===== config.mk =====
export PLATFORM = sky130hd
export DESIGN_NAME = script_token_scanner_top_flat
export DESIGN_NICKNAME = d
export VERILOG_FILES = /design/src/rtl/stsc_pkg.sv /design/src/rtl/stsc_if.sv /design/src/rtl/stsc_front.sv /design/src/rtl/stsc_queue.sv /design/src/rtl/stsc_back.sv /design/src/rtl/script_token_scanner_top.sv /design/src/flat_wrapper.sv
export VERILOG_INCLUDE_DIRS = /design/src /design/src/rtl
export SDC_FILE = /design/constraint.sdc
export NUM_CORES = 1
export LEC_CHECK = 0
export BUFFER_PORTS_ARGS = -buffer_cell sky130_fd_sc_hd__buf_2
export CAP_MARGIN = 20
export CORE_MARGIN = 8
export CORE_UTILIZATION = 55
export CTS_CLUSTER_SIZE = 25
export DETAILED_ROUTE_END_ITERATION = 8
export GPL_TIMING_DRIVEN = 0
export PLACE_DENSITY = 0.8
export SLEW_MARGIN = 0
export SYNTH_ARGS = -nofsm -noshare
export SYNTH_HDL_FRONTEND = slang
export SYNTH_SLANG_ARGS = --single-unit
export TNS_END_PERCENT = 20

===== constraint.sdc =====
create_clock -name clk -period 6.6 [get_ports clk]
set_input_delay 0.66 -clock clk [delete_from_list [all_inputs] [get_ports clk]]
set_output_delay 0.66 -clock clk [all_outputs]
set_load 0.1 [all_outputs]

===== src/rtl/script_token_scanner_top_macros.svh =====
// ----------------------------------------------------------------------------
// Assertion macros shared by the token scanner modules
// Each macro expects signals named clk and arst_n in the enclosing scope.
// ----------------------------------------------------------------------------
`ifndef SCRIPT_TOKEN_SCANNER_TOP_MACROS_SVH
`define SCRIPT_TOKEN_SCANNER_TOP_MACROS_SVH

// Same-cycle implication, checked outside reset.
`define STSC_ASSERT_IMP(lbl, ante, cons, msg) \
	lbl: assert property (@(posedge clk) disable iff (!arst_n) (ante) |-> (cons)) \
		else $error(msg);

// Next-cycle implication, checked outside reset.
`define STSC_ASSERT_NEXT(lbl, ante, cons, msg) \
	lbl: assert property (@(posedge clk) disable iff (!arst_n) (ante) |=> (cons)) \
		else $error(msg);

`endif


===== src/rtl/stsc_pkg.sv =====
// ----------------------------------------------------------------------------
// stsc_pkg
// Types and constants shared by the script token scanner.
// ----------------------------------------------------------------------------
`default_nettype none

package stsc_pkg;

	// Fixed field widths of one result item.
	localparam int TOKEN_LEN_W = 11;
	localparam int LINE_W      = 24;
	localparam logic [LINE_W-1:0] LINE_MAX = {LINE_W{1'b1}};

	// Defaults for the top-level parameters.
	localparam int DEF_MAX_TOKEN_LEN = 1024;
	localparam int DEF_QUEUE_DEPTH   = 4;

	// Character codes the scanner looks for.
	localparam logic [7:0] CH_NUL    = 8'h00;
	localparam logic [7:0] CH_DQUOTE = 8'h22;
	localparam logic [7:0] CH_SQUOTE = 8'h27;
	localparam logic [7:0] CH_SPACE  = 8'h20;
	localparam logic [7:0] CH_LF     = 8'h0A;
	localparam logic [7:0] CH_CR     = 8'h0D;
	localparam logic [7:0] CH_SLASH  = 8'h2F;
	localparam logic [7:0] CH_STAR   = 8'h2A;

	// One result item.
	typedef struct packed {
		logic                   char_valid;
		logic [7:0]             token_char;
		logic                   token_end;
		logic [TOKEN_LEN_W-1:0] token_length;
		logic                   was_quoted;
		logic                   truncated;
		logic                   empty_line_break;
		logic                   end_of_data;
		logic [LINE_W-1:0]      line_number;
		logic                   last_of_run;
	} res_t;

	// All results caused by one input byte: one or two items.
	typedef struct packed {
		res_t r0;
		res_t r1;
		logic two;
	} bundle_t;

endpackage

`default_nettype wire


===== src/rtl/stsc_if.sv =====
// ----------------------------------------------------------------------------
// Scanner channel interfaces
// Text byte input, configuration write and result output channels.
// ----------------------------------------------------------------------------
`default_nettype none

// Text input: one byte per item.
interface stsc_byte_if;
	logic       valid;
	logic       ready;
	logic [7:0] byte_in;

	modport source (output valid, output byte_in, input ready);
	modport sink (input valid, input byte_in, output ready);
endinterface

// Configuration write: the single line-break control register.
interface stsc_cfg_if;
	logic valid;
	logic ready;
	logic allow_line_breaks;

	modport source (output valid, output allow_line_breaks, input ready);
	modport sink (input valid, input allow_line_breaks, output ready);
endinterface

// Result output: one token character and/or token event per item.
interface stsc_res_if import stsc_pkg::*; ();
	logic                   valid;
	logic                   ready;
	logic                   char_valid;
	logic [7:0]             token_char;
	logic                   token_end;
	logic [TOKEN_LEN_W-1:0] token_length;
	logic                   was_quoted;
	logic                   truncated;
	logic                   empty_line_break;
	logic                   end_of_data;
	logic [LINE_W-1:0]      line_number;
	logic                   last_of_run;

	modport source (
		output valid, input ready,
		output char_valid, output token_char, output token_end, output token_length,
		output was_quoted, output truncated, output empty_line_break,
		output end_of_data, output line_number, output last_of_run
	);
	modport sink (
		input valid, output ready,
		input char_valid, input token_char, input token_end, input token_length,
		input was_quoted, input truncated, input empty_line_break,
		input end_of_data, input line_number, input last_of_run
	);
endinterface

`default_nettype wire


===== src/rtl/stsc_front.sv =====
// ----------------------------------------------------------------------------
// stsc_front
// Accepts text bytes, runs the scanner state machine and builds the
// result bundle for each byte.
// ----------------------------------------------------------------------------
`default_nettype none

module stsc_front import stsc_pkg::*; #(
	parameter int MAX_TOKEN_LEN = DEF_MAX_TOKEN_LEN
) (
	input  wire logic   clk,
	input  wire logic   arst_n,
	stsc_byte_if.sink   text,
	input  wire logic   allow_lb,
	input  wire logic   q_full,
	output logic        push,
	output bundle_t     push_data
);

	localparam int LEN_W = $clog2(MAX_TOKEN_LEN + 1);
	localparam logic [LEN_W-1:0] LEN_LIMIT = LEN_W'(MAX_TOKEN_LEN);
	localparam logic [LEN_W-1:0] LEN_ONE   = LEN_W'(1);
	localparam logic [LEN_W-1:0] LEN_TWO   = LEN_W'(2);

	typedef enum logic [2:0] {
		PH_SKIP,
		PH_SLASH,
		PH_LINEC,
		PH_BLOCK,
		PH_BLOCKSTAR,
		PH_BARE,
		PH_QUOTE
	} phase_t;

	phase_t            phase_q, phase_n;
	logic              qd_q, qd_n;
	logic [LEN_W-1:0]  len_q, len_n;
	logic              ovf_q, ovf_n;
	logic [LINE_W-1:0] line_q, line_n, line_out;
	logic              gap_q, gap_n;

	logic        accept;
	logic [7:0]  b;
	logic        b_ws, b_lf, b_cr, b_quote;
	logic        gap_step, line_inc, emit_b, end_tok;
	logic [1:0]  n;
	res_t        res [2];

	assign accept = text.valid && text.ready;
	assign text.ready = !q_full;
	assign b = text.byte_in;
	assign b_ws = (b <= CH_SPACE);
	assign b_lf = (b == CH_LF);
	assign b_cr = (b == CH_CR);
	assign b_quote = (b == (qd_q ? CH_DQUOTE : CH_SQUOTE));

	// Next state and result items for the byte on the input.
	always_comb begin
		phase_n  = phase_q;
		qd_n     = qd_q;
		len_n    = len_q;
		ovf_n    = ovf_q;
		gap_n    = gap_q;
		gap_step = 1'b0;
		line_inc = 1'b0;
		emit_b   = 1'b0;
		end_tok  = 1'b0;
		n        = 2'd0;
		res[0]   = '0;
		res[1]   = '0;

		if (b == CH_NUL) begin
			// End of buffer: close any open token and reset the parser.
			res[0].end_of_data = 1'b1;
			n = 2'd1;
			if (phase_q == PH_SLASH) begin
				res[0].char_valid   = 1'b1;
				res[0].token_char   = CH_SLASH;
				res[0].token_end    = 1'b1;
				res[0].token_length = TOKEN_LEN_W'(1);
			end else if (phase_q == PH_BARE || phase_q == PH_QUOTE) begin
				res[0].token_end    = 1'b1;
				res[0].token_length = TOKEN_LEN_W'(len_q);
				res[0].was_quoted   = (phase_q == PH_QUOTE);
				res[0].truncated    = ovf_q;
			end
			phase_n = PH_SKIP;
			qd_n    = 1'b0;
			len_n   = '0;
			ovf_n   = 1'b0;
			gap_n   = 1'b0;
		end else begin
			case (phase_q)
				PH_SKIP: begin
					if (b_ws) begin
						gap_step = 1'b1;
					end else if (b == CH_SLASH) begin
						phase_n = PH_SLASH;
						len_n   = '0;
						ovf_n   = 1'b0;
						gap_n   = 1'b0;
					end else if (b == CH_DQUOTE || b == CH_SQUOTE) begin
						phase_n = PH_QUOTE;
						qd_n    = (b == CH_DQUOTE);
						len_n   = '0;
						ovf_n   = 1'b0;
						gap_n   = 1'b0;
					end else begin
						phase_n = PH_BARE;
						len_n   = LEN_ONE;
						ovf_n   = 1'b0;
						gap_n   = 1'b0;
						res[0].char_valid = 1'b1;
						res[0].token_char = b;
						n = 2'd1;
					end
				end
				PH_SLASH: begin
					len_n = '0;
					ovf_n = 1'b0;
					if (b == CH_SLASH) begin
						phase_n = PH_LINEC;
					end else if (b == CH_STAR) begin
						phase_n = PH_BLOCK;
					end else begin
						// A lone slash starts a bare token, or forms a one-character token when whitespace follows.
						res[0].char_valid = 1'b1;
						res[0].token_char = CH_SLASH;
						if (!b_ws) begin
							phase_n = PH_BARE;
							len_n   = LEN_TWO;
							res[1].char_valid = 1'b1;
							res[1].token_char = b;
							n = 2'd2;
						end else begin
							res[0].token_end    = 1'b1;
							res[0].token_length = TOKEN_LEN_W'(1);
							phase_n  = PH_SKIP;
							len_n    = LEN_ONE;
							n        = 2'd1;
							gap_step = 1'b1;
						end
					end
				end
				PH_LINEC: begin
					if (b_lf) begin
						phase_n  = PH_SKIP;
						gap_step = 1'b1;
					end
				end
				PH_BLOCK, PH_BLOCKSTAR: begin
					if (phase_q == PH_BLOCKSTAR && b == CH_SLASH) begin
						phase_n = PH_SKIP;
					end else begin
						line_inc = b_lf;
						phase_n  = (b == CH_STAR) ? PH_BLOCKSTAR : PH_BLOCK;
					end
				end
				PH_BARE: begin
					if (!b_ws) begin
						emit_b = 1'b1;
					end else begin
						end_tok  = 1'b1;
						phase_n  = PH_SKIP;
						gap_step = 1'b1;
					end
				end
				PH_QUOTE: begin
					line_inc = b_lf;
					if (b_quote || ((b_cr || b_lf) && !allow_lb)) begin
						end_tok = 1'b1;
						phase_n = PH_SKIP;
					end else begin
						emit_b = 1'b1;
					end
				end
				default: begin
					phase_n = PH_SKIP;
				end
			endcase

			// Token end for a bare or quoted token.
			if (end_tok) begin
				res[0].token_end    = 1'b1;
				res[0].token_length = TOKEN_LEN_W'(len_q);
				res[0].was_quoted   = (phase_q == PH_QUOTE);
				res[0].truncated    = ovf_q;
				n = 2'd1;
			end

			// Token character, dropped once the token is full.
			if (emit_b) begin
				if (len_q >= LEN_LIMIT) begin
					ovf_n = 1'b1;
				end else begin
					len_n = LEN_W'(len_q + LEN_ONE);
					res[0].char_valid = 1'b1;
					res[0].token_char = b;
					n = 2'd1;
				end
			end

			// Whitespace between tokens: count lines and, without allow_lb, report one gap marker.
			if (gap_step && b_lf) begin
				line_inc = 1'b1;
				if (!allow_lb && !gap_q) begin
					gap_n = 1'b1;
					res[n[0]].token_end        = 1'b1;
					res[n[0]].empty_line_break = 1'b1;
					n = 2'(n + 2'd1);
				end
			end
		end

		line_n = (line_inc && line_q != LINE_MAX) ? LINE_W'(line_q + 1'b1) : line_q;
		if (b == CH_NUL) begin
			line_out = line_q;
			line_n   = LINE_W'(1);
		end else begin
			line_out = line_n;
		end

		res[0].line_number = line_out;
		res[1].line_number = line_out;
		res[0].last_of_run = (n == 2'd1);
		res[1].last_of_run = (n == 2'd2);
	end

	assign push = accept && (n != 2'd0);
	assign push_data = '{r0: res[0], r1: res[1], two: (n == 2'd2)};

	// Scanner state.
	always_ff @(posedge clk or negedge arst_n) begin
		if (!arst_n) begin
			phase_q <= PH_SKIP;
			qd_q    <= 1'b0;
			len_q   <= '0;
			ovf_q   <= 1'b0;
			line_q  <= LINE_W'(1);
			gap_q   <= 1'b0;
		end else if (accept) begin
			phase_q <= phase_n;
			qd_q    <= qd_n;
			len_q   <= len_n;
			ovf_q   <= ovf_n;
			line_q  <= line_n;
			gap_q   <= gap_n;
		end
	end

endmodule

`default_nettype wire


===== src/rtl/stsc_queue.sv =====
// ----------------------------------------------------------------------------
// stsc_queue
// Short queue of result bundles between the scanner and the output side.
// ----------------------------------------------------------------------------
`default_nettype none

`include "script_token_scanner_top_macros.svh"

module stsc_queue import stsc_pkg::*; #(
	parameter int DEPTH = DEF_QUEUE_DEPTH
) (
	input  wire logic    clk,
	input  wire logic    arst_n,
	input  wire logic    push,
	input  wire bundle_t push_data,
	output logic         full,
	input  wire logic    pop,
	output bundle_t      head,
	output logic         empty
);

	localparam int PTR_W = (DEPTH > 1) ? $clog2(DEPTH) : 1;
	localparam int CNT_W = $clog2(DEPTH + 1);
	localparam logic [PTR_W-1:0] PTR_LAST = PTR_W'(DEPTH - 1);
	localparam logic [CNT_W-1:0] CNT_FULL = CNT_W'(DEPTH);

	bundle_t          mem_q [DEPTH];
	logic [PTR_W-1:0] wr_ptr_q, rd_ptr_q;
	logic [CNT_W-1:0] count_q;

	assign full  = (count_q == CNT_FULL);
	assign empty = (count_q == '0);
	assign head  = mem_q[rd_ptr_q];

	// Storage.
	always_ff @(posedge clk) begin
		if (push) begin
			mem_q[wr_ptr_q] <= push_data;
		end
	end

	// Pointers and fill count.
	always_ff @(posedge clk or negedge arst_n) begin
		if (!arst_n) begin
			wr_ptr_q <= '0;
			rd_ptr_q <= '0;
			count_q  <= '0;
		end else begin
			if (push) begin
				wr_ptr_q <= (wr_ptr_q == PTR_LAST) ? '0 : PTR_W'(wr_ptr_q + 1'b1);
			end
			if (pop) begin
				rd_ptr_q <= (rd_ptr_q == PTR_LAST) ? '0 : PTR_W'(rd_ptr_q + 1'b1);
			end
			if (push && !pop) begin
				count_q <= CNT_W'(count_q + 1'b1);
			end else if (pop && !push) begin
				count_q <= CNT_W'(count_q - 1'b1);
			end
		end
	end

	`STSC_ASSERT_IMP(a_no_push_full, push, !full, "bundle pushed into a full queue")
	`STSC_ASSERT_IMP(a_no_pop_empty, pop, !empty, "bundle popped from an empty queue")
	`STSC_ASSERT_NEXT(a_count_up, push && !pop, count_q == CNT_W'($past(count_q) + 1'b1),
		"fill count did not follow a push")

endmodule

`default_nettype wire


===== src/rtl/stsc_back.sv =====
// ----------------------------------------------------------------------------
// stsc_back
// Unpacks queued bundles and delivers their result items one by one.
// ----------------------------------------------------------------------------
`default_nettype none

`include "script_token_scanner_top_macros.svh"

module stsc_back import stsc_pkg::*; (
	input  wire logic    clk,
	input  wire logic    arst_n,
	input  wire bundle_t head,
	input  wire logic    empty,
	output logic         pop,
	stsc_res_if.source   tokens
);

	logic sub_q;
	logic accept;
	res_t sel;

	assign sel    = sub_q ? head.r1 : head.r0;
	assign accept = tokens.valid && tokens.ready;
	assign pop    = accept && (sub_q || !head.two);

	// Output channel.
	assign tokens.valid            = !empty;
	assign tokens.char_valid       = sel.char_valid;
	assign tokens.token_char       = sel.token_char;
	assign tokens.token_end        = sel.token_end;
	assign tokens.token_length     = sel.token_length;
	assign tokens.was_quoted       = sel.was_quoted;
	assign tokens.truncated        = sel.truncated;
	assign tokens.empty_line_break = sel.empty_line_break;
	assign tokens.end_of_data      = sel.end_of_data;
	assign tokens.line_number      = sel.line_number;
	assign tokens.last_of_run      = sel.last_of_run;

	// Selects the second item of a pair after the first one is taken.
	always_ff @(posedge clk or negedge arst_n) begin
		if (!arst_n) begin
			sub_q <= 1'b0;
		end else if (accept) begin
			sub_q <= !pop;
		end
	end

	`STSC_ASSERT_NEXT(a_pair_second, accept && !sub_q && head.two, sub_q && tokens.valid,
		"second item of a pair went missing")
	`STSC_ASSERT_IMP(a_pop_whole, pop, sub_q || !head.two,
		"pair popped before its second item was taken")

endmodule

`default_nettype wire


===== src/rtl/script_token_scanner_top.sv =====
// ----------------------------------------------------------------------------
// script_token_scanner_top
// Streaming script tokenizer with line and block comments.
// ----------------------------------------------------------------------------
//   Channel     Role     Payload
//   text        input    byte_in, one text byte per item
//   config_wr   input    allow_line_breaks register write
//   tokens      output   token character, token end and status fields
//
// One text byte is accepted per cycle; the scanner stalls only when the
// result queue is full, and its state machine decides each byte
// combinationally. A byte gives zero, one or two result items; a pair
// leaves the output as two items, and the result queue absorbs it. The
// output side drains the queue independently. Reset clears the parser,
// the queue and the register. Configuration writes are always taken.
// ----------------------------------------------------------------------------
`default_nettype none

module script_token_scanner_top import stsc_pkg::*; #(
	parameter int MAX_TOKEN_LEN = DEF_MAX_TOKEN_LEN,
	parameter int QUEUE_DEPTH   = DEF_QUEUE_DEPTH
) (
	input  wire logic  clk,
	input  wire logic  arst_n,
	stsc_byte_if.sink  text,
	stsc_cfg_if.sink   config_wr,
	stsc_res_if.source tokens
);

	logic    allow_q;
	logic    push, q_full, pop, q_empty;
	bundle_t push_data, head;

	// Line-break control register.
	assign config_wr.ready = 1'b1;

	always_ff @(posedge clk or negedge arst_n) begin
		if (!arst_n) begin
			allow_q <= 1'b0;
		end else if (config_wr.valid && config_wr.ready) begin
			allow_q <= config_wr.allow_line_breaks;
		end
	end

	stsc_front #(
		.MAX_TOKEN_LEN (MAX_TOKEN_LEN)
	) u_front (
		.clk       (clk),
		.arst_n    (arst_n),
		.text      (text),
		.allow_lb  (allow_q),
		.q_full    (q_full),
		.push      (push),
		.push_data (push_data)
	);

	stsc_queue #(
		.DEPTH (QUEUE_DEPTH)
	) u_queue (
		.clk       (clk),
		.arst_n    (arst_n),
		.push      (push),
		.push_data (push_data),
		.full      (q_full),
		.pop       (pop),
		.head      (head),
		.empty     (q_empty)
	);

	stsc_back u_back (
		.clk    (clk),
		.arst_n (arst_n),
		.head   (head),
		.empty  (q_empty),
		.pop    (pop),
		.tokens (tokens)
	);

endmodule

`default_nettype wire

===== src/flat_wrapper.sv =====
// flat-port wrapper written by rule: the top's interface ports become plain ports
module script_token_scanner_top_flat import stsc_pkg::*;
#(
	parameter int MAX_TOKEN_LEN = DEF_MAX_TOKEN_LEN,
	parameter int QUEUE_DEPTH   = DEF_QUEUE_DEPTH
)
  (clk, arst_n, text_valid, text_byte_in, text_ready, config_wr_valid, config_wr_allow_line_breaks, config_wr_ready, tokens_valid, tokens_ready, tokens_char_valid, tokens_token_char, tokens_token_end, tokens_token_length, tokens_was_quoted, tokens_truncated, tokens_empty_line_break, tokens_end_of_data, tokens_line_number, tokens_last_of_run);
  stsc_byte_if text_i ();
  stsc_cfg_if config_wr_i ();
  stsc_res_if tokens_i ();
  input  wire logic clk;
  input  wire logic arst_n;
  input wire logic [$bits(text_i.valid)-1:0] text_valid;
  input wire logic [$bits(text_i.byte_in)-1:0] text_byte_in;
  output wire logic [$bits(text_i.ready)-1:0] text_ready;
  input wire logic [$bits(config_wr_i.valid)-1:0] config_wr_valid;
  input wire logic [$bits(config_wr_i.allow_line_breaks)-1:0] config_wr_allow_line_breaks;
  output wire logic [$bits(config_wr_i.ready)-1:0] config_wr_ready;
  output wire logic [$bits(tokens_i.valid)-1:0] tokens_valid;
  input wire logic [$bits(tokens_i.ready)-1:0] tokens_ready;
  output wire logic [$bits(tokens_i.char_valid)-1:0] tokens_char_valid;
  output wire logic [$bits(tokens_i.token_char)-1:0] tokens_token_char;
  output wire logic [$bits(tokens_i.token_end)-1:0] tokens_token_end;
  output wire logic [$bits(tokens_i.token_length)-1:0] tokens_token_length;
  output wire logic [$bits(tokens_i.was_quoted)-1:0] tokens_was_quoted;
  output wire logic [$bits(tokens_i.truncated)-1:0] tokens_truncated;
  output wire logic [$bits(tokens_i.empty_line_break)-1:0] tokens_empty_line_break;
  output wire logic [$bits(tokens_i.end_of_data)-1:0] tokens_end_of_data;
  output wire logic [$bits(tokens_i.line_number)-1:0] tokens_line_number;
  output wire logic [$bits(tokens_i.last_of_run)-1:0] tokens_last_of_run;
  assign text_i.valid = text_valid;
  assign text_i.byte_in = text_byte_in;
  assign text_ready = text_i.ready;
  assign config_wr_i.valid = config_wr_valid;
  assign config_wr_i.allow_line_breaks = config_wr_allow_line_breaks;
  assign config_wr_ready = config_wr_i.ready;
  assign tokens_valid = tokens_i.valid;
  assign tokens_i.ready = tokens_ready;
  assign tokens_char_valid = tokens_i.char_valid;
  assign tokens_token_char = tokens_i.token_char;
  assign tokens_token_end = tokens_i.token_end;
  assign tokens_token_length = tokens_i.token_length;
  assign tokens_was_quoted = tokens_i.was_quoted;
  assign tokens_truncated = tokens_i.truncated;
  assign tokens_empty_line_break = tokens_i.empty_line_break;
  assign tokens_end_of_data = tokens_i.end_of_data;
  assign tokens_line_number = tokens_i.line_number;
  assign tokens_last_of_run = tokens_i.last_of_run;
  script_token_scanner_top #(.MAX_TOKEN_LEN(MAX_TOKEN_LEN), .QUEUE_DEPTH(QUEUE_DEPTH)) u_core (.clk(clk), .arst_n(arst_n), .text(text_i), .config_wr(config_wr_i), .tokens(tokens_i));
endmodule

-- Yosys cells after proc, flatten, opt, wreduce, memory -nomap -nowiden
Memories as Yosys holds them, arrays and structs flattened.
Cells that the tools add are included.
- memories: 1
- output and inout port bits: 53
- bits in writable memories: 404
- bits of input ports: 14
- flip-flop bits (word level): 50
- word-level logic and storage cells: 198
- memory list (name ; depth ; bits a word ; rd ports ; clocked after memory_dff ; wr ports ; RTL line ; source):
    u_core.u_queue.mem_q ; 4 ; 101 ; 1 ; 0 ; 1 ; stsc_queue.sv:27 ; bundle_t mem_q [DEPTH];
- magnitude comparators: 4
- add/sub/neg operators: 7
- reductions and logical operators: 35
- eq/ne operators: 25
- mux-type cells: 114
- bitwise operators: 1
- operators by type and width (kind ; number):
    bitwise mux 100 bit ; 2
    two-way mux 100 bit ; 2
    two-way mux 9 bit ; 12
    demux 50 bit (select 1 bit) ; 2
    two-way mux 50 bit ; 2
    two-way mux 24 bit ; 3
    two-way mux 11 bit ; 4
    two-way mux 14 bit ; 3
    two-way mux 21 bit ; 2
    two-way mux 3 bit ; 14
    two-way mux 41 bit ; 1
    two-way mux 1 bit ; 36
    two-way mux 12 bit ; 3
    two-way mux 2 bit ; 17
    equality test 8 x 6 -> 1 bit, second input constant ; 4
    two-way mux 27 bit ; 1
    adder 24 x 1 -> 24 bit, second input constant ; 1
    inequality test 24 bit, second input constant ; 1
    two-way mux 23 bit ; 1
    one-hot mux 11 bit (2 select lines) ; 1
    one-hot mux 3 bit (6 select lines) ; 1
    one-hot mux 9 bit (2 select lines) ; 1
    equality test 8 x 4 -> 1 bit, second input constant ; 2
    equality test 3 bit, second input constant ; 4
    29 further kinds ; 66

-- Depth between registers and ports, before layout
Gate-level depths: netlist of run 1.
- depth in word-level cells: 21
- mapped depth: 17
- gate-level depth less buffers: 15

-- By module
From an unflattened synthesis of run 1, not the netlist that was laid out.
- cell total of the unflattened synthesis: 1140
- area, all modules: 19984.2 um^2
- by module, submodules not included (module ; cells each ; instances ; seq. area each (um^2) ; area an instance (um^2)):
    stsc_queue ; 565 ; 1 ; 12306.8 ; 15059.4
    stsc_front ; 509 ; 1 ; 1027.2 ; 3956.3
    stsc_back ; 62 ; 1 ; 25.0 ; 917.1
    script_token_scanner_top ; 4 ; 1 ; 25.0 ; 51.3

-- Worst setup path before layout of run 1
Ideal clock, no wire load.
- kind: input -> register
- from: in text_byte_in[4]
- to: mem u_core.u_queue.mem_q[0][100] in the netlist's numbering (enable)
- arrival time: 5076 ps
- library setup time: 425 ps
- stages on the path: 11
- buffers on the path: 1
- setup slack: 1099 ps
- cells stage by stage: or4b_1 buf_2 nor3_1 o32ai_1 nor4b_4 ha_1 or4_1 o211ai_1 o21ai_0 a21oi_1 and2_1
- word-level cells in the longest chain between the ends: 19
- elaborated cells on any way between the ends: 46
- classes of those cells: 1 x add/sub; 1 x order compare; 7 x eq/ne; 29 x mux; 8 x reduce/logical
- RTL lines (item ; RTL line ; source):
    from (decl) ; flat_wrapper.sv:14 ; input wire logic [$bits(text_i.byte_in)-1:0] text_byte_in;
    branches (longest 14 deep; another with <= comparator 8 x 6 -> 1 bit) ; - ;
    two-way mux 2 bit (*) ; stsc_front.sv:72 ; if (b == CH_NUL) begin
    nonzero test 2 bit (*) ; stsc_front.sv:229 ; assign push = accept && (n != 2'd0);
    logical AND 1 bit (*) ; stsc_front.sv:229 ;
    named net u_core.push ; script_token_scanner_top.sv:31 ; logic push, q_full, pop, q_empty;
    two-way mux 1 bit (*) ; stsc_queue.sv:37 ; if (push) begin
    two-way mux 1 bit (implied by the code) (*) ; stsc_queue.sv:38 ; mem_q[wr_ptr_q] <= push_data;
    to (decl) ; stsc_queue.sv:27 ;
Mark *: on every way through the listed nets, which the timed path passes. The select of a mux whose other input is x is not followed.

-- Worst setup path after layout of run 1
- from: in text_byte_in[4]
- to: reg u_core.u_queue.count_q[2]
- word-level cells in the longest chain between the ends: 20
- elaborated cells on any way between the ends: 49
- classes of those cells: 1 x add/sub; 1 x order compare; 7 x eq/ne; 28 x mux; 12 x reduce/logical
- RTL lines (item ; RTL line ; source):
    branches (longest 14 deep; another with <= comparator 8 x 6 -> 1 bit) ; - ;
    two-way mux 2 bit (*) ; stsc_front.sv:72 ;
    nonzero test 2 bit (*) ; stsc_front.sv:229 ;
    logical AND 1 bit (*) ; stsc_front.sv:229 ;
    named net u_core.push ; script_token_scanner_top.sv:31 ;
    logical NOT 1 bit ; stsc_queue.sv:57 ; end else if (pop && !push) begin
    logical AND 1 bit ; stsc_queue.sv:57 ;
    nonzero test 2 bit (no source line) ; - ;
    to (signal assigned) ; stsc_queue.sv:56 ; count_q <= CNT_W'(count_q + 1'b1);
    to (signal assigned) ; stsc_queue.sv:58 ; count_q <= CNT_W'(count_q - 1'b1);
    to (decl) ; stsc_queue.sv:29 ; logic [CNT_W-1:0] count_q;
Marks and branches as above.
A chain may end at the register's enable or synchronous reset.

==> results of run 1 <==
[Yosys cell counts, drive strengths merged, types with 11 or more instances]
cell type	instances	area [um2]
edfxtp	244	7330
mux4	61	1370
nand2	52	195
o21ai	50	250
dfrtp	49	1230
clkbuf	34	129
nor2	30	113
and2	29	181
nand3	21	120
o31ai	21	163
a21oi	20	100
buf	19	110
xnor2	19	166
inv	17	63.8
mux2	17	191
nor2b	16	100
nand4	12	90.1
nor3	12	60.1
ha	11	138
[state kept, by name, indices dropped and copies added, names as in the netlist]
signal	flops
u_core.u_queue.mem_q	244
u_core.u_front.line_q	24
u_core.u_front.len_q	11
u_core.u_front.phase_q	3
u_core.u_queue.count_q	3
u_core.u_queue.rd_ptr_q	2
u_core.u_queue.wr_ptr_q	2
u_core.allow_q	1
u_core.u_back.sub_q	1
u_core.u_front.gap_q	1
u_core.u_front.ovf_q	1
u_core.u_front.qd_q	1
[metrics by stage]
stage	setup WS [ns]	area [um2]
2_1_floorplan	1.10	13100
3_3_place_gp	-0.711	13900
4_1_cts	1.38	14900
5_1_grt	1.06	14900
6_report	1.26	14900
3_5_place_dp	0.873	14000
[kinds of logic after synthesis]
family          after synthesis  share of synthesized area, %
mux                          79                          12.0
fa+ha+maj                    12                          1.20
flops                       294                          65.3
buf+inv                      70                          2.30
other cells                   1                        0.0285
simple gates                227                          9.85
compound gates              143                          7.48
xor+xnor                     28                          1.87
[routing by layer]
| layer | up-vias | share of wire (%) |
|---|---|---|
| met4 | 0 | 2.6 |
| met3 | 61 | 8.0 |
| met1 | 3956 | 42 |
| met5 | - | 0 |
| li1 | 3554 | - |
| met2 | 341 | 47 |
[placed cells by master, fill, tap and decap left out, types with 3 or more instances in the layout]
cell,n
edfxtp_1,244
buf_2,74
mux4_2,61
nand2_1,52
o21ai_0,49
dfrtp_1,49
clkbuf_1,43
clkbuf_16,31
nor2_1,30
and2_1,25
o31ai_1,20
a21oi_1,20
xnor2_1,19
nand3_1,18
mux2_2,17
inv_1,16
nor2b_1,16
nor3_1,12
nand4_1,11
ha_1,11
xor2_1,9
a31oi_1,8
and3_1,7
or2_2,6
o211ai_1,6
nand2b_1,6
clkinv_2,6
buf_1,5
or3_1,5
a41oi_1,5
or4_1,4
nand3b_1,4
o21a_1,4
and2_4,4
buf_16,4
or4_4,3
nor4_1,3
and4_1,3
nand3_2,3
[worst max path at each step]
stage / start / end / cells after the start
after floorplan: text_byte_in[4] / u_core.u_queue.mem_q[0][100]$_DFFE_PP_ / 11
after global placement: text_byte_in[4] / u_core.u_queue.mem_q[2][45]$_DFFE_PP_ / 12
after detailed placement: text_byte_in[4] / u_core.u_queue.count_q[2]$_DFFE_PN0P_ / 17
after CTS: text_byte_in[0] / u_core.u_queue.count_q[2]$_DFFE_PN0P_ / 17
after global routing: text_byte_in[4] / u_core.u_queue.count_q[2]$_DFFE_PN0P_ / 17
final: text_byte_in[4] / u_core.u_queue.count_q[2]$_DFFE_PN0P_ / 17
[area by class of cell]
cell class	count	area, um2	area share [%]
timing repair buffer	69	450	3.02
clock buffer	41	813	5.44
buffer	53	239	1.60
tap	319	399	2.67
clock inverter	13	125	0.838
inverter	17	63.8	0.427
multi-input combinational	490	4270	28.6
sequential	294	8580	57.4
==> results.sh, run 1 <==
export IMPL_holdWs_ns=0.0760
export IMPL_grt_pass1_vias=8053
export IMPL_rrSetupSlack_ns=1.39
export IMPL_slowest_delay_ns=0.56
export IMPL_io_buffers=64
export IMPL_cts_setup_buffers=0
export IMPL_path_delay_family="simple AND/OR/NAND/NOR gates"
export IMPL_yosys_register_bits=294
export IMPL_final_nets=981
export IMPL_grt_max_degree=44
export IMPL_ys_warn_count=0
export IMPL_end_kind="flop"
export IMPL_worstReg2RegStart="u_core.u_front.phase_q[0]$_DFFE_PN0P_"
export IMPL_fin_skew_ns=0.0138
export IMPL_ios=67
export IMPL_grt_overflow=0
export IMPL_area_growth_pct=13.7
export IMPL_slew_headroom_pct=29.9
export IMPL_antenna_found_initial=0
export IMPL_grt_busiest_layer="met2"
export IMPL_netlist_area_mm2=0.0131
export IMPL_clk_pin_slew_ns=0.06
export IMPL_post_route_drc_count=0
export IMPL_clkSinkCount=294
export IMPL_use_met1_pct=27.6
export IMPL_ys_seq_area_share_pct=65.3
export IMPL_cts_resized=0
export IMPL_crit_buf_inv=3
export IMPL_via_count=7912
export IMPL_syn_avg_cell_area_um2=15.4
export IMPL_grt_pass1_wl_um=44800
export IMPL_core_rowCount=56
export IMPL_core_area_mm2=0.0235
export IMPL_finalCritPeriodShare_pct=81.0
export IMPL_critPathLaunchType="primary input"
export IMPL_grt_total_usage_pct=19.8
export IMPL_wl_per_cell_um=22.1
export IMPL_grt_use_met3_pct=3.09
export IMPL_die_x_um=171
export IMPL_finalWirelength_um=28600
export IMPL_reg2reg_depth=16
export IMPL_synth_top_flop_cell="edfxtp_1"
export IMPL_use_met2_pct=31.6
export IMPL_ys_types=81
export IMPL_fp_dieH_um=171
export IMPL_dp_hpwl_um=18200
export IMPL_drive_above_1_share_pct=24.4
export IMPL_setup_viol=0
export IMPL_reg2reg_to="u_core.u_queue.count_q[2]$_DFFE_PN0P_"
export IMPL_die_area_mm2=0.0291
export IMPL_first_iter_violations=1036
export IMPL_worstMarginPinSlew_ns=1.04
export IMPL_clk_path_buf_depth=3
export IMPL_initial_core_util_pct=56.0
export IMPL_routabilityCongestion=0.877
export IMPL_worstPathRequired_ns=7.07
export IMPL_period_minus_slack_ns=5.34
export IMPL_layout_cells_non_filler=1296
export IMPL_antenna_left=0
export IMPL_finish_utilization_pct=63.6
export IMPL_worstPathArrival_ns=5.81
export IMPL_rsz0062_at_grt="no"
export IMPL_hold_buffers=0
export IMPL_routed_via_density=6.10
export IMPL_critical_path_class="in -> reg"
export IMPL_root_buffer="clkbuf_16"
export IMPL_max_cap_viol_count=0
export IMPL_fill_cells=1632
export IMPL_clock_latency_ns=0.55
export IMPL_synth_edf_count=244
export IMPL_cp_slowest_cell="or4_1"
export IMPL_status="finished, final reports clean"
export IMPL_crit_chain="buf_2 > or4b_1 > buf_2 > nor3_1 > o32ai_1 > nor4b_4 > ha_1 > or4_1 > o211ai_1 > o21ai_0 > a21oi_1 > ha_1 > inv_1 > fa_1 > xor2_1 > nor2_1 > xor2_1"
export IMPL_max_freq_mhz=187
export IMPL_drv_slew=0
export IMPL_synth_async_reset_ratio_pct=17.0
export IMPL_placed_cells=1242
export IMPL_cts_tree="built"
export IMPL_finalSetupTns_ns=0
export IMPL_hold_class="in -> async"
export IMPL_critPathMaxFanout=6
export IMPL_syn_nets=880
export IMPL_finalHoldViolCount=0
export IMPL_dr_pass1_iters=7
export IMPL_cts_made_buffers=30
export IMPL_htree_num_levels=1
export IMPL_n_antenna_cell=0
export IMPL_synth_cells=854
Power of run 1 is not shown: default switching activity piles up to over one toggle a cycle in this logic, so the estimate is an artifact.
==> run 2: changes to the inputs <==
- clock period: 6.6 -> 5.1 ns (I/O delays scaled with it)
==> results.sh, run 2 (synthesis gave the netlist of run 1 again) <==
export IMPL_clk_pin_slew_ns=0.06
export IMPL_max_cap_viol_count=0
export IMPL_critical_path_class="in -> reg"
export IMPL_reg_largest_list="u_core.u_queue.mem_q (244), u_core.u_front.line_q (24), u_core.u_front.len_q (11)"
export IMPL_setup_viol=0
export IMPL_drive_above_1_share_pct=24.2
export IMPL_fp_dieH_um=171
export IMPL_grt_max_degree=45
export IMPL_crit_buf_inv=3
export IMPL_core_area_mm2=0.0235
export IMPL_slowest_delay_ns=0.55
export IMPL_root_buffer="clkbuf_16"
export IMPL_worstMarginPinSlew_ns=1.11
export IMPL_slew_headroom_pct=26.0
export IMPL_largest_reg_flops=244
export IMPL_finalHoldViolCount=0
export IMPL_path_delay_family="simple AND/OR/NAND/NOR gates"
export IMPL_critPathMaxFanout=10
export IMPL_critPathLaunchType="primary input"
export IMPL_htree_num_levels=1
export IMPL_die_x_um=171
export IMPL_area_growth_pct=13.6
export IMPL_clk_path_buf_depth=3
export IMPL_final_nets=980
export IMPL_core_rowCount=56
export IMPL_wl_per_cell_um=22.2
export IMPL_n_antenna_cell=0
export IMPL_dp_hpwl_um=18500
export IMPL_post_route_drc_count=0
export IMPL_reg2reg_depth=15
export IMPL_p_leak_nw=5.23
export IMPL_initial_core_util_pct=56.0
export IMPL_grt_overflow=0
export IMPL_grt_pass1_wl_um=45100
export IMPL_largest_register="u_core.u_queue.mem_q"
export IMPL_final_cell_mix="edfxtp_1 (244), buf_2 (74), mux4_2 (61)"
export IMPL_period_minus_slack_ns=4.84
export IMPL_routabilityCongestion=0.867
export IMPL_worstPathArrival_ns=5.30
export IMPL_finalCritPeriodShare_pct=94.9
export IMPL_rsz0062_at_grt="no"
export IMPL_min_path_cells=2
export IMPL_end_kind="flop"
export IMPL_cts_tree="built"
export IMPL_clock_latency_ns=0.53
export IMPL_irDropWorstVdd_uv=593
export IMPL_ios=67
export IMPL_antenna_found_initial=1
export IMPL_final_common_cell="edfxtp_1"
export IMPL_routed_via_density=6.10
export IMPL_cp_slowest_cell="or4_1"
export IMPL_first_iter_violations=720
export IMPL_io_buffers=64
export IMPL_die_area_mm2=0.0291
export IMPL_cts_setup_buffers=0
export IMPL_worstSetupPathDepth=17
export IMPL_crit_chain="buf_2 > clkbuf_1 > or3b_2 > a211oi_2 > o31ai_1 > nor4b_4 > ha_1 > or4_1 > o211ai_1 > o21ai_0 > a21oi_2 > ha_1 > inv_1 > fa_1 > xor2_1 > nor2_1 > xor2_1"
export IMPL_via_count=7896
export IMPL_hold_class="in -> reg"
export IMPL_grt_pass1_vias=8051
export IMPL_status="finished, final reports clean"
export IMPL_cts_made_buffers=28
export IMPL_antenna_left=0
export IMPL_clkSinkCount=294
export IMPL_dr_pass1_iters=5
export IMPL_finish_utilization_pct=63.6
export IMPL_max_freq_mhz=207
export IMPL_fin_skew_ns=0.0146
export IMPL_holdWs_ns=0.209
export IMPL_worstPathRequired_ns=5.56
export IMPL_grt_total_usage_pct=19.9
export IMPL_p_per_area_mw_per_mm2=660
export IMPL_finalWirelength_um=28800
export IMPL_drv_slew=0
-- run 2: cell count changes in the layout (fill, tap and decap cells not counted), moves of 2 or more --
cell and delta:
nor3_1 -2, clkinv_2 -2, nor3_2 +2, clkinv_1 +4, clkbuf_16 -2
-- run 2: metal layers --
layer / vias to the layer above / share of wire, % / global-route usage (%)
met3: 52 / 8.2 / 4.66
li1: 3547 / - / -
met4: 2 / 2.2 / 5.76
met5: - / 0.035 / 0
met1: 3964 / 41 / 26.1
met2: 331 / 48 / 33.0
-- run 2: power by group --
group          switching, mW  total (mW)  leakage, nW  internal, mW
clock network          0.834        2.02        0.437          1.19
logic                   3.47        4.60         1.86          1.13
registers              0.125        3.23         2.94          3.10
-- run 2: area by class of cell --
type | instances | area [um2]
Timing Repair Buffer | 70 | 460
Inverter | 17 | 63.8
Fill cell | 1644 | 8540
Tap cell | 319 | 399
Buffer | 53 | 239
Clock buffer | 39 | 763
Multi-Input combinational cell | 490 | 4290
Sequential cell | 294 | 8580
Clock inverter | 13 | 133
-- run 2: final timing paths --
kind | from | end | slack, ns
max | text_byte_in[2] | u_core.u_queue.count_q[2]$_DFFE_PN0P_ | 0.26
min | config_wr_allow_line_breaks | u_core.allow_q$_DFFE_PN0P_ | 0.21
max reg2reg | u_core.u_front.qd_q$_DFFE_PN0P_ | u_core.u_queue.count_q[2]$_DFFE_PN0P_ | 0.29
min reg2reg | u_core.u_queue.count_q[2]$_DFFE_PN0P_ | u_core.u_queue.count_q[2]$_DFFE_PN0P_ | 0.50
max in group asynchronous | arst_n | u_core.u_front.len_q[4]$_DFFE_PN0P_ | 4.08
min in group asynchronous | arst_n | u_core.u_front.line_q[7]$_DFFE_PN0P_ | 0.47
-- run 2: timing repair --
action                                  CTS  global route
hold buffers                              1             0
resized for setup                         0             4
endpoints found under the setup margin    0           172
hold endpoints to repair                 14             0
-- run 2: per-stage QoR --
step                setup WS [ns]  area [um2]  power, mW  setup TNS (ns)  std cells
floorplan                  -0.251       13100       6.98          -45.93        854
global placement            -1.95       13900       7.78         -397.86       1237
detailed placement         -0.299       14000       7.88          -22.41       1242
CTS                        0.0961       14900       9.92               0       1295
global route               0.0314       14900       10.2               0       1295
finish                      0.258       14900       9.86               0       1295
Note: power is estimated with default switching activity, not from simulation.
